### src/rtl/core/assert_macros.svh
// Assertion macros used by the decoder top level to check its own logic.
`ifndef ASSERT_MACROS_SVH
`define ASSERT_MACROS_SVH

// Same-cycle implication, checked at every rising clock edge outside reset.
`define ASSERT_IMPLIES(label, ante, cons, msg) \
   label: assert property (@(posedge clock) disable iff (reset) (ante) |-> (cons)) \
      else $error(msg);

// Next-cycle implication, checked at every rising clock edge outside reset.
`define ASSERT_NEXT(label, ante, cons, msg) \
   label: assert property (@(posedge clock) disable iff (reset) (ante) |=> (cons)) \
      else $error(msg);

`endif

### src/rtl/core/hbad_pkg.sv
// Package with the types and constants of the bus address decoder.
`default_nettype none

package hbad_pkg;

   // Access size codes.
   localparam logic [1:0] SIZE_BYTE = 2'd0;
   localparam logic [1:0] SIZE_HALF = 2'd1;
   localparam logic [1:0] SIZE_WORD = 2'd2;

   // Region codes.
   localparam logic [4:0] RG_BIOS     = 5'd0;
   localparam logic [4:0] RG_EWRAM    = 5'd1;
   localparam logic [4:0] RG_IWRAM    = 5'd2;
   localparam logic [4:0] RG_VIDEO    = 5'd3;
   localparam logic [4:0] RG_DMA      = 5'd4;
   localparam logic [4:0] RG_TIMER    = 5'd5;
   localparam logic [4:0] RG_KEYPAD   = 5'd6;
   localparam logic [4:0] RG_SERIAL   = 5'd7;
   localparam logic [4:0] RG_INTR     = 5'd8;
   localparam logic [4:0] RG_POWER    = 5'd9;
   localparam logic [4:0] RG_MEMCTL   = 5'd10;
   localparam logic [4:0] RG_UNMAPPED = 5'd11;
   localparam logic [4:0] RG_PALETTE  = 5'd12;
   localparam logic [4:0] RG_VRAM     = 5'd13;
   localparam logic [4:0] RG_OAM      = 5'd14;
   localparam logic [4:0] RG_ROM      = 5'd15;
   localparam logic [4:0] RG_SRAM     = 5'd16;

   // Address page codes taken from address bits 27:24.
   localparam logic [3:0] PG_BIOS    = 4'h0;
   localparam logic [3:0] PG_EWRAM   = 4'h2;
   localparam logic [3:0] PG_IWRAM   = 4'h3;
   localparam logic [3:0] PG_IO      = 4'h4;
   localparam logic [3:0] PG_PALETTE = 4'h5;
   localparam logic [3:0] PG_VRAM    = 4'h6;
   localparam logic [3:0] PG_OAM     = 4'h7;
   localparam logic [3:0] PG_ROM0A   = 4'h8;
   localparam logic [3:0] PG_ROM0B   = 4'h9;
   localparam logic [3:0] PG_ROM1A   = 4'hA;
   localparam logic [3:0] PG_ROM1B   = 4'hB;
   localparam logic [3:0] PG_ROM2A   = 4'hC;
   localparam logic [3:0] PG_ROM2B   = 4'hD;
   localparam logic [3:0] PG_SRAMA   = 4'hE;
   localparam logic [3:0] PG_SRAMB   = 4'hF;

   // I/O space boundaries, as offsets inside the I/O page.
   localparam logic [23:0] IO_VIDEO_LAST = 24'h000056;
   localparam logic [23:0] IO_DMA_FIRST  = 24'h0000B0;
   localparam logic [23:0] IO_DMA_LAST   = 24'h0000DE;
   localparam logic [23:0] IO_TIMER_FIRST = 24'h000100;
   localparam logic [23:0] IO_TIMER_LAST = 24'h00010F;
   localparam logic [23:0] IO_KEYPAD     = 24'h000130;
   localparam logic [23:0] IO_SERIAL     = 24'h000134;
   localparam logic [23:0] IO_HIGH_FIRST = 24'h000200;
   localparam logic [3:0]  IO_SEL_INTR   = 4'h2;
   localparam logic [3:0]  IO_SEL_POWER  = 4'h3;
   localparam logic [15:0] IO_MEMCTL_LOW = 16'h0800;
   localparam logic [27:0] IRQ_FLAG_ADDR = 28'h4000202;
   localparam logic [7:0]  DMA_STRIDE    = 8'd12;

   // Mirror masks of the memory regions.
   localparam logic [24:0] MASK_BIOS    = 25'h0FFFFFF;
   localparam logic [24:0] MASK_EWRAM   = 25'h003FFFF;
   localparam logic [24:0] MASK_IWRAM   = 25'h0007FFF;
   localparam logic [24:0] MASK_SMALL   = 25'h00003FF;
   localparam logic [24:0] MASK_VRAM    = 25'h001FFFF;
   localparam logic [24:0] MASK_SRAM    = 25'h000FFFF;

   // One bus access.
   typedef struct packed {
      logic [31:0] address;
      logic [1:0]  access_size;
      logic        action;
      logic [15:0] write_data;
   } req_type;

   // One decode result.
   typedef struct packed {
      logic [4:0]  region;
      logic [24:0] offset;
      logic [1:0]  dma_channel;
      logic [1:0]  wait_state;
      logic        allowed;
      logic [15:0] irq_clear_mask;
   } rsp_type;

endpackage

`default_nettype wire

### src/rtl/core/hbad_if.sv
// Handshake channel interfaces for bus access requests and decode results.
`default_nettype none

interface hbad_req_if;
   logic        valid;
   logic        ready;
   logic [31:0] address;
   logic [1:0]  access_size;
   logic        action;
   logic [15:0] write_data;

   modport source (output valid, address, access_size, action, write_data, input ready);
   modport sink (input valid, address, access_size, action, write_data, output ready);
endinterface

interface hbad_rsp_if;
   logic        valid;
   logic        ready;
   logic [4:0]  region;
   logic [24:0] offset;
   logic [1:0]  dma_channel;
   logic [1:0]  wait_state;
   logic        allowed;
   logic [15:0] irq_clear_mask;

   modport source (output valid, region, offset, dma_channel, wait_state, allowed,
                   irq_clear_mask, input ready);
   modport sink (input valid, region, offset, dma_channel, wait_state, allowed,
                 irq_clear_mask, output ready);
endinterface

`default_nettype wire

### src/rtl/core/hbad_decode.sv
// Combinational decode of one bus access into region, offset and permissions.
`default_nettype none

module hbad_decode (
   input  wire hbad_pkg::req_type req_in,
   output hbad_pkg::rsp_type      rsp_out
);

   logic [31:0] addr_al;
   logic [27:0] addr;
   logic [23:0] io_off;
   logic [7:0]  dma_diff;
   logic [1:0]  dma_chan;
   logic [7:0]  dma_base;
   logic        is_byte;
   logic        is_wr;

   // Word accesses drop the two low address bits; size 3 counts as a word.
   assign is_byte = (req_in.access_size == hbad_pkg::SIZE_BYTE);
   assign is_wr   = req_in.action;
   assign addr_al = (req_in.access_size[1]) ? {req_in.address[31:2], 2'b00} : req_in.address;
   assign addr    = addr_al[27:0];
   assign io_off  = addr[23:0];

   // DMA channel from the distance to the first DMA register, twelve bytes a channel.
   assign dma_diff = io_off[7:0] - hbad_pkg::IO_DMA_FIRST[7:0];
   always_comb begin
      if (dma_diff < hbad_pkg::DMA_STRIDE) begin
         dma_chan = 2'd0;
      end else if (dma_diff < 8'(2 * hbad_pkg::DMA_STRIDE)) begin
         dma_chan = 2'd1;
      end else if (dma_diff < 8'(3 * hbad_pkg::DMA_STRIDE)) begin
         dma_chan = 2'd2;
      end else begin
         dma_chan = 2'd3;
      end
   end
   assign dma_base = 8'(dma_chan * hbad_pkg::DMA_STRIDE);

   // Region selection by address bits 27:24, then the finer split of the I/O page.
   always_comb begin
      rsp_out = '0;
      rsp_out.region = hbad_pkg::RG_UNMAPPED;
      case (addr[27:24])
         hbad_pkg::PG_BIOS: begin
            rsp_out.region  = hbad_pkg::RG_BIOS;
            rsp_out.offset  = addr[24:0] & hbad_pkg::MASK_BIOS;
            rsp_out.allowed = !is_wr;
         end
         hbad_pkg::PG_EWRAM: begin
            rsp_out.region  = hbad_pkg::RG_EWRAM;
            rsp_out.offset  = addr[24:0] & hbad_pkg::MASK_EWRAM;
            rsp_out.allowed = 1'b1;
         end
         hbad_pkg::PG_IWRAM: begin
            rsp_out.region  = hbad_pkg::RG_IWRAM;
            rsp_out.offset  = addr[24:0] & hbad_pkg::MASK_IWRAM;
            rsp_out.allowed = 1'b1;
         end
         hbad_pkg::PG_IO: begin
            rsp_out.allowed = 1'b1;
            if (is_wr && addr == hbad_pkg::IRQ_FLAG_ADDR) begin
               rsp_out.region = hbad_pkg::RG_INTR;
               rsp_out.offset = 25'(hbad_pkg::IRQ_FLAG_ADDR[7:0]);
               rsp_out.irq_clear_mask = is_byte ? {8'h00, req_in.write_data[7:0]}
                                                : req_in.write_data;
            end else if (io_off <= hbad_pkg::IO_VIDEO_LAST) begin
               rsp_out.region = hbad_pkg::RG_VIDEO;
               rsp_out.offset = {1'b0, io_off};
            end else if (io_off >= hbad_pkg::IO_DMA_FIRST && io_off <= hbad_pkg::IO_DMA_LAST) begin
               rsp_out.region      = hbad_pkg::RG_DMA;
               rsp_out.dma_channel = dma_chan;
               rsp_out.offset      = 25'(dma_diff - dma_base);
            end else if (io_off >= hbad_pkg::IO_TIMER_FIRST &&
                         io_off <= hbad_pkg::IO_TIMER_LAST) begin
               rsp_out.region = hbad_pkg::RG_TIMER;
               rsp_out.offset = 25'(io_off[3:0]);
            end else if (io_off == hbad_pkg::IO_KEYPAD) begin
               rsp_out.region = hbad_pkg::RG_KEYPAD;
            end else if (io_off == hbad_pkg::IO_SERIAL) begin
               rsp_out.region = hbad_pkg::RG_SERIAL;
            end else if (io_off >= hbad_pkg::IO_HIGH_FIRST) begin
               if (io_off[11:8] == hbad_pkg::IO_SEL_INTR) begin
                  rsp_out.region = hbad_pkg::RG_INTR;
                  rsp_out.offset = 25'(io_off[7:0]);
               end else if (io_off[11:8] == hbad_pkg::IO_SEL_POWER) begin
                  rsp_out.region = hbad_pkg::RG_POWER;
                  rsp_out.offset = 25'(io_off[7:0]);
               end else if (io_off[15:0] == hbad_pkg::IO_MEMCTL_LOW) begin
                  rsp_out.region = hbad_pkg::RG_MEMCTL;
               end
            end
         end
         hbad_pkg::PG_PALETTE: begin
            rsp_out.region  = hbad_pkg::RG_PALETTE;
            rsp_out.offset  = addr[24:0] & hbad_pkg::MASK_SMALL;
            rsp_out.allowed = !(is_wr && is_byte);
         end
         hbad_pkg::PG_VRAM: begin
            rsp_out.region  = hbad_pkg::RG_VRAM;
            rsp_out.offset  = addr[24:0] & hbad_pkg::MASK_VRAM;
            rsp_out.allowed = !(is_wr && is_byte);
         end
         hbad_pkg::PG_OAM: begin
            rsp_out.region  = hbad_pkg::RG_OAM;
            rsp_out.offset  = addr[24:0] & hbad_pkg::MASK_SMALL;
            rsp_out.allowed = !(is_wr && is_byte);
         end
         hbad_pkg::PG_ROM0A, hbad_pkg::PG_ROM0B, hbad_pkg::PG_ROM1A,
         hbad_pkg::PG_ROM1B, hbad_pkg::PG_ROM2A, hbad_pkg::PG_ROM2B: begin
            // Each ROM window spans two pages, so the offset keeps bit 24.
            rsp_out.region     = hbad_pkg::RG_ROM;
            rsp_out.offset     = addr[24:0];
            rsp_out.wait_state = addr[26:25];
            rsp_out.allowed    = !is_wr;
         end
         hbad_pkg::PG_SRAMA, hbad_pkg::PG_SRAMB: begin
            rsp_out.region  = hbad_pkg::RG_SRAM;
            rsp_out.offset  = addr[24:0] & hbad_pkg::MASK_SRAM;
            rsp_out.allowed = is_byte;
         end
         default: begin
            rsp_out.region  = hbad_pkg::RG_UNMAPPED;
            rsp_out.allowed = 1'b0;
         end
      endcase
   end

endmodule

`default_nettype wire

### src/rtl/core/handheld_bus_address_decoder.sv
// A request goes from acceptance through the input register and then the result register.
// One request per cycle while results are taken; a stall holds one more in the input stage.
// The whole decode is one pass of combinational logic between the two registers.
// Reset is synchronous and active high; it empties both stages and holds no other state.
// Top level of the bus address decoder.
`default_nettype none
`include "assert_macros.svh"

module handheld_bus_address_decoder (
   input  wire  clock,
   input  wire  reset,
   hbad_req_if.sink   req_bus,
   hbad_rsp_if.source rsp_bus
);

   logic              in_valid_ff;
   logic              in_valid_in;
   hbad_pkg::req_type in_data_ff;
   logic              out_valid_ff;
   logic              out_valid_in;
   hbad_pkg::rsp_type out_data_ff;
   hbad_pkg::rsp_type dec_rsp;
   logic              out_load;
   logic              in_load;

   // The result register loads when it is empty or being drained.
   assign out_load = !out_valid_ff || rsp_bus.ready;
   assign in_load  = !in_valid_ff || out_load;
   assign req_bus.ready = in_load;

   assign in_valid_in  = in_load ? req_bus.valid : in_valid_ff;
   assign out_valid_in = out_load ? in_valid_ff : out_valid_ff;

   // Input register holds the accepted request.
   always_ff @(posedge clock) begin
      if (reset) begin
         in_valid_ff <= 1'b0;
      end else begin
         in_valid_ff <= in_valid_in;
      end
      if (in_load) begin
         in_data_ff.address     <= req_bus.address;
         in_data_ff.access_size <= req_bus.access_size;
         in_data_ff.action      <= req_bus.action;
         in_data_ff.write_data  <= req_bus.write_data;
      end
   end

   hbad_decode u_decode (
      .req_in  (in_data_ff),
      .rsp_out (dec_rsp)
   );

   // Result register holds the decoded request until it is taken.
   always_ff @(posedge clock) begin
      if (reset) begin
         out_valid_ff <= 1'b0;
      end else begin
         out_valid_ff <= out_valid_in;
      end
      if (out_load) begin
         out_data_ff <= dec_rsp;
      end
   end

   assign rsp_bus.valid          = out_valid_ff;
   assign rsp_bus.region         = out_data_ff.region;
   assign rsp_bus.offset         = out_data_ff.offset;
   assign rsp_bus.dma_channel    = out_data_ff.dma_channel;
   assign rsp_bus.wait_state     = out_data_ff.wait_state;
   assign rsp_bus.allowed        = out_data_ff.allowed;
   assign rsp_bus.irq_clear_mask = out_data_ff.irq_clear_mask;

   // A request waiting behind a stalled result must still be there next cycle.
   `ASSERT_NEXT(a_no_drop, in_valid_ff && out_valid_ff && !rsp_bus.ready, in_valid_ff, "request lost behind stalled result")
   // Only the interrupt control region carries a clear mask.
   `ASSERT_IMPLIES(a_mask_region, out_valid_ff && out_data_ff.irq_clear_mask != 16'h0000, out_data_ff.region == hbad_pkg::RG_INTR, "clear mask outside interrupt region")
   // A wait-state index belongs to ROM only.
   `ASSERT_IMPLIES(a_ws_rom, out_valid_ff && out_data_ff.wait_state != 2'd0, out_data_ff.region == hbad_pkg::RG_ROM, "wait state outside ROM")
   // Unmapped space always reports offset zero.
   `ASSERT_IMPLIES(a_unmapped_off, out_valid_ff && out_data_ff.region == hbad_pkg::RG_UNMAPPED, out_data_ff.offset == 25'd0, "nonzero offset in unmapped space")

endmodule

`default_nettype wire

### src/flat_wrapper.sv
// flat-port wrapper written by rule: the top's interface ports become plain ports
module handheld_bus_address_decoder_flat 
  (clock, reset, req_bus_valid, req_bus_address, req_bus_access_size, req_bus_action, req_bus_write_data, req_bus_ready, rsp_bus_valid, rsp_bus_region, rsp_bus_offset, rsp_bus_dma_channel, rsp_bus_wait_state, rsp_bus_allowed, rsp_bus_irq_clear_mask, rsp_bus_ready);
  hbad_req_if req_bus_i ();
  hbad_rsp_if rsp_bus_i ();
  input  wire clock;
  input  wire reset;
  input wire logic [$bits(req_bus_i.valid)-1:0] req_bus_valid;
  input wire logic [$bits(req_bus_i.address)-1:0] req_bus_address;
  input wire logic [$bits(req_bus_i.access_size)-1:0] req_bus_access_size;
  input wire logic [$bits(req_bus_i.action)-1:0] req_bus_action;
  input wire logic [$bits(req_bus_i.write_data)-1:0] req_bus_write_data;
  output wire logic [$bits(req_bus_i.ready)-1:0] req_bus_ready;
  output wire logic [$bits(rsp_bus_i.valid)-1:0] rsp_bus_valid;
  output wire logic [$bits(rsp_bus_i.region)-1:0] rsp_bus_region;
  output wire logic [$bits(rsp_bus_i.offset)-1:0] rsp_bus_offset;
  output wire logic [$bits(rsp_bus_i.dma_channel)-1:0] rsp_bus_dma_channel;
  output wire logic [$bits(rsp_bus_i.wait_state)-1:0] rsp_bus_wait_state;
  output wire logic [$bits(rsp_bus_i.allowed)-1:0] rsp_bus_allowed;
  output wire logic [$bits(rsp_bus_i.irq_clear_mask)-1:0] rsp_bus_irq_clear_mask;
  input wire logic [$bits(rsp_bus_i.ready)-1:0] rsp_bus_ready;
  assign req_bus_i.valid = req_bus_valid;
  assign req_bus_i.address = req_bus_address;
  assign req_bus_i.access_size = req_bus_access_size;
  assign req_bus_i.action = req_bus_action;
  assign req_bus_i.write_data = req_bus_write_data;
  assign req_bus_ready = req_bus_i.ready;
  assign rsp_bus_valid = rsp_bus_i.valid;
  assign rsp_bus_region = rsp_bus_i.region;
  assign rsp_bus_offset = rsp_bus_i.offset;
  assign rsp_bus_dma_channel = rsp_bus_i.dma_channel;
  assign rsp_bus_wait_state = rsp_bus_i.wait_state;
  assign rsp_bus_allowed = rsp_bus_i.allowed;
  assign rsp_bus_irq_clear_mask = rsp_bus_i.irq_clear_mask;
  assign rsp_bus_i.ready = rsp_bus_ready;
  handheld_bus_address_decoder u_core (.clock(clock), .reset(reset), .req_bus(req_bus_i), .rsp_bus(rsp_bus_i));
endmodule
### config.mk
export PLATFORM = sky130hd
export DESIGN_NAME = handheld_bus_address_decoder_flat
export DESIGN_NICKNAME = d
export VERILOG_FILES = /design/src/rtl/core/hbad_pkg.sv /design/src/rtl/core/hbad_if.sv /design/src/rtl/core/hbad_decode.sv /design/src/rtl/core/handheld_bus_address_decoder.sv /design/src/flat_wrapper.sv
export VERILOG_INCLUDE_DIRS = /design/src /design/src/rtl/core
export SDC_FILE = /design/constraint.sdc
export NUM_CORES = 1
export LEC_CHECK = 0
export ABC_AREA = 1
export BUFFER_PORTS_ARGS = -buffer_cell sky130_fd_sc_hd__clkbuf_2
export CAP_MARGIN = 20
export CORE_UTILIZATION = 30
export CTS_CLUSTER_SIZE = 30
export DETAILED_ROUTE_END_ITERATION = 10
export HOLD_SLACK_MARGIN = 0.05
export PLACE_DENSITY = 0.57
export SYNTH_ARGS = -nofsm -noshare
export SYNTH_HDL_FRONTEND = slang
export SYNTH_SLANG_ARGS = --single-unit
### constraint.sdc
create_clock -name clock -period 2.95 [get_ports clock]
set_clock_uncertainty 0.2 [all_clocks]
set_input_delay 0.1475 -clock clock [delete_from_list [all_inputs] [get_ports clock]]
set_output_delay 0.1475 -clock clock [all_outputs]
set_load 0.02 [all_outputs]
Yosys cells after proc, flatten, opt, wreduce, memory -nomap -nowiden --
Cells that the tools add are included.
Storage, ports and cells: input bits 55, bits in registers 100, word-level logic and storage cells 89, output and inout bits 53
Operators by class: bitwise operators 3, equal/unequal tests 20, reduce and logical (&&, ||, !) cells 21, muxes and demuxes 20, $add $sub $neg 2, $lt $le $gt $ge 9, $mul 1
Operators by type and width (number):
- one-hot mux 25 bit (8 select lines) | 1
- two-way mux 30 bit | 6
- two-way mux 25 bit | 2
- equality test 24 x 9 -> 1 bit (second input constant) | 2
- one-hot mux 5 bit (9 select lines) | 1
- equality test 4 bit (second input constant) | 8
- equality test 28 x 27 -> 1 bit (second input constant) | 1
- >= comparator 24 x 10 -> 1 bit (second input constant) | 1
- >= comparator 24 x 8 -> 1 bit (second input constant) | 1
- >= comparator 24 x 9 -> 1 bit (second input constant) | 1
- less-or-equal comparator 24 x 7 -> 1 bit (second input constant) | 1
- less-or-equal comparator 24 x 8 -> 1 bit (second input constant) | 1
- less-or-equal comparator 24 x 9 -> 1 bit (second input constant) | 1
- equality test 16 x 12 -> 1 bit (second input constant) | 1
- equality test 4 x 2 -> 1 bit (second input constant) | 4
- equality test 4 x 3 -> 1 bit (second input constant) | 4
- two-way mux 5 bit | 3
- OR reduction 3 bit | 3
- subtractor 8 x 6 -> 9 bit | 1
- < comparator 8 x 4 -> 1 bit (second input constant) | 1
- < comparator 8 x 5 -> 1 bit (second input constant) | 1
- < comparator 8 x 6 -> 1 bit (second input constant) | 1
- two-way mux 8 bit | 1
- subtractor 8 bit (second input constant) | 1
- 15 further kinds | 28

Logic depth before layout (Yosys ltp) --
depth after elaboration 13, gate-level depth with buffers 17, mapped depth without buffers 17

Cells and area by module --
A second synthesis with hierarchy kept.
Second synthesis, totals: cell total of the unflattened synthesis 459, area total of the unflattened synthesis 4870.9 µm²
Modules (own cells, without submodules):
- handheld_bus_address_decoder | seq. area each 3103.0 µm², area each 3138.0 µm², cells each 111, instances 1
- hbad_decode | seq. area each 0.0 µm², area each 1732.9 µm², cells each 348, instances 1

Worst setup path after synthesis --
Ideal clock, no wire load.
path kind flip-flop to flip-flop, from register u_core.in_data_ff[24] (netlist bit), to register u_core.out_data_ff (netlist bit u_core.rsp_bus.offset[10]), data pin, stages on the path, launching flop included 16, data required time 2.486 ns, clock period less this slack 3.205 ns, path slack -0.255 ns, path buffers 1, data arrival time 2.741 ns, setup time 0.264 ns, cells stage by stage edfxtp_1 inv_1 ha_1 a21oi_1 inv_1 nor2_1 nor2_1 ha_1 inv_1 fa_1 o21a_1 nand2_1 nor2_2 nand4_2 buf_6 nand4_1
RTL lines:
- start: declaration | line handheld_bus_address_decoder.sv:18 | hbad_pkg::req_type in_data_ff;
- end signal: assignment | line handheld_bus_address_decoder.sv:62 | out_data_ff <= dec_rsp;
- end: declaration | line handheld_bus_address_decoder.sv:21 | hbad_pkg::rsp_type out_data_ff;

==> reports/results.txt <==
status: finished with violations
failing checks: setup timing
placed instance count: 830
Slew @ Worst Pin: 0.726 ns
Startpoint Class: register
Avg WL per Cell: 13.7 um
die height: 130 um
largest net degree at the start of global routing: 32
post-synthesis simple-gate area fraction: 0.209
die area: 0.0168 sq mm
Clock Latency Late Sink: 0.35 ns
Synth warnings: 0
Detail Route Antenna Nets: 0
worst setup margin: -0.0537 ns
WL final: 12,400 um
Die Span X: 130 um
Longest Clk Path Bufs: 2
Mapped Area: 0.00489 sq mm
share of the synthesized area in the top cell type: 0.601
Slew headroom: 0.511
final hold vios: 0
pwr dens: 497 mW/mm^2
IO Pins: 108
TritonCTS clock tree: built
post-synthesis sequential area ratio: 0.609
grt total ovfl: 0
Worst EP required: 2.85 ns
detailed-route DRC error count: 0
Num Clock Sinks: 100
DPL Wire Length: 9190 um
Non-Filler Cell Area, Final: 0.00687 sq mm
adder-cell share of the synthesized area: 0.0348
All-Layer GR Usage: 0.155
multiplexer share of the synthesized area: 0
initial core utilization: 0.308
critical-path maximum fanout: 6
library cells used by synthesis: 38
Synth Area in XOR/XNOR: 0.00716
gp weighted congestion: 0.839
Layout area overhead: 40.4%
htree depth: 3
post-DR vias/cell: 4.51
TNS Setup: -0.500 ns
synth top area cells: edfxtp_1 (60%), nand2_1 (6.6%), inv_1 (5.9%)
synthesized area per cell: 10.1 sq um
ANT cells: 0
max-cap violations: 0
initial antenna violation count: 0
first drt pass iteration count: 5
Slew Viols, Final: 0
Max Fclk: 0.333 GHz
Layout Cells excl Fill: 902
Final nets: 749
#FFs+latches synth: 100
# rows: 46
Iter 0 DRT Violations: 214
fin crit share: 1.02
clock root cell: clkbuf_16
vias in the first global route: 3,967
Pleak: 3.11 nW
Crit Path Category: reg2reg
port bufs: 103
crit path DAT: 2.90 ns
worst hold-check path type: in2reg
Setup crit end kind: register
CTS Buf Count: 9
Core ar.: 0.0159 sq mm
fill count: 1,576
global-route wire length before repair: 19,600 um
final setup fails: 18
Post-Syn Instances: 486
Clock transition at path regs: 0.07 ns
min cycle time layout: 3.00 ns
syn_nets: 554
PnR Total Power: 3.41 mW
final core occ: 0.432
Area after DPL: 0.00592 sq mm
vias: 4,070
largest family of logic cells by synthesized area: simple AND/OR/NAND/NOR gates
largest area contributor in the netlist: edfxtp_1
compound-cell area share of the yosys netlist: 0.0672
proportion of layout cells with a drive suffix above 1: 0.316
worst vdd ir: 0.000292 V
RSZ-0062 raised after global routing: true
## worst max-delay path, stage by stage (launching register included)
cell and delay, ns:
edfxtp_1 0.42, inv_2 0.15, ha_4 0.23, a21oi_4 0.11
nor2_1 0.05, nand2_1 0.10, a21oi_4 0.07, buf_6 0.12
ha_4 0.26, inv_2 0.04, fa_2 0.35, o21a_1 0.20
nand2_1 0.08, nor2_2 0.05, buf_4 0.13, nand4_4 0.12
nand2_1 0.07
## power breakdown
| group | internal (mW) | switching [mW] | total [mW] |
|---|---|---|---|
| Clock | 0.576 | 0.512 | 1.09 |
| Sequential | 1.66 | 0.0536 | 1.72 |
| Combinational | 0.273 | 0.335 | 0.608 |
| Total | 2.51 | 0.900 | 3.41 |
## final cells by class
cell class | instances | area, sq um | share of cell area
inverters | 84 | 317 | 0.0461
well taps | 216 | 270 | 0.0393
repair buffers | 190 | 1310 | 0.191
multi-input cells | 296 | 1720 | 0.251
flip-flops and latches | 100 | 2980 | 0.434
clock inverters | 5 | 35.0 | 0.00510
clock buffers | 11 | 233 | 0.0339
## layer usage
metal | track usage | vias to the layer above | routed length, um
li1 | - | 2021 | -
met2 | 0.247 | 129 | 5770
met4 | 0.0513 | 0 | 204
met5 | 0 | - | 0
met3 | 0.0349 | 14 | 711
met1 | 0.209 | 1906 | 5710
## Yosys cell counts (all sizes together)
master    n
clkbuf    1
clkinv    1
nor2     82
inv      83
nor3      5
nand3b    6
xor2      1
o211ai    4
buf       5
edfxtp   98
dfxtp     2
a21oi    19
xnor2     3
ha       12
a31oi     6
a22oi     1
o21ai    19
nand4    13
nand3    26
o21a      1
nand2    92
a211oi    1
fa        1
o2111ai   1
a41oi     2
a311oi    1
## what timing repair did
item | 4_1_cts | 5_1_grt
setup buffers | 4 | 3
hold buffers | 49 | 0
resized for setup | 17 | 16
endpoints found under the setup margin | 21 | 22
endpoints found under the hold margin | 49 | 0
pin swaps | 9 | 10
## metrics by stage
step	worst slack (ns)	hold slack, ns
2_1_floorplan	-0.0724	0.0166
3_3_place_gp	-0.0332	0.121
3_5_place_dp	-0.121	0.126
4_1_cts	-0.0342	0.110
5_1_grt	-0.199	0.173
6_report	-0.0537	0.106
## layout by cell type, fill, tap and decap left out, drive strengths merged, types with 19 or more instances in the layout
cell,n
a21oi,19
inv,85
nor2,82
buf,38
edfxtp,98
nand2,92
clkbuf,114
nand3,26
dlygate4sd3,49
o21ai,19
## logic make-up (layout without fill, tap and decap cells)
group                      Yosys count  in the layout
and+or+nand+nor                    224            224
DFF                                100            100
buffers and inverters               90            290
AOI/OAI and AO/OA                   55             55
adders and majority gates           13             13
xor gates and xnor gates             4              4
## worst paths after layout
kind,start,endpoint,slack [ns],cells past startpoint
setup / recovery,u_core.in_data_ff[23],u_core.rsp_bus.offset[20],-0.05,16
hold / removal,rsp_bus_ready,u_core.rsp_bus.valid,0.11,4
setup reg to reg,u_core.in_data_ff[23],u_core.rsp_bus.offset[20],-0.05,16
hold reg to reg,u_core.in_valid_ff,u_core.rsp_bus.valid,0.26,2
## sequential cells by signal (all words and copies together), names as in the netlist
signal                         cells
u_core.in_data_ff                 47
u_core.rsp_bus.offset             25
u_core.rsp_bus.irq_clear_mask     16
u_core.rsp_bus.region              5
u_core.rsp_bus.dma_channel         2
u_core.rsp_bus.wait_state          2
u_core.in_valid_ff                 1
u_core.rsp_bus.allowed             1
u_core.rsp_bus.valid               1
Note: power is estimated with default switching activity, not from simulation.
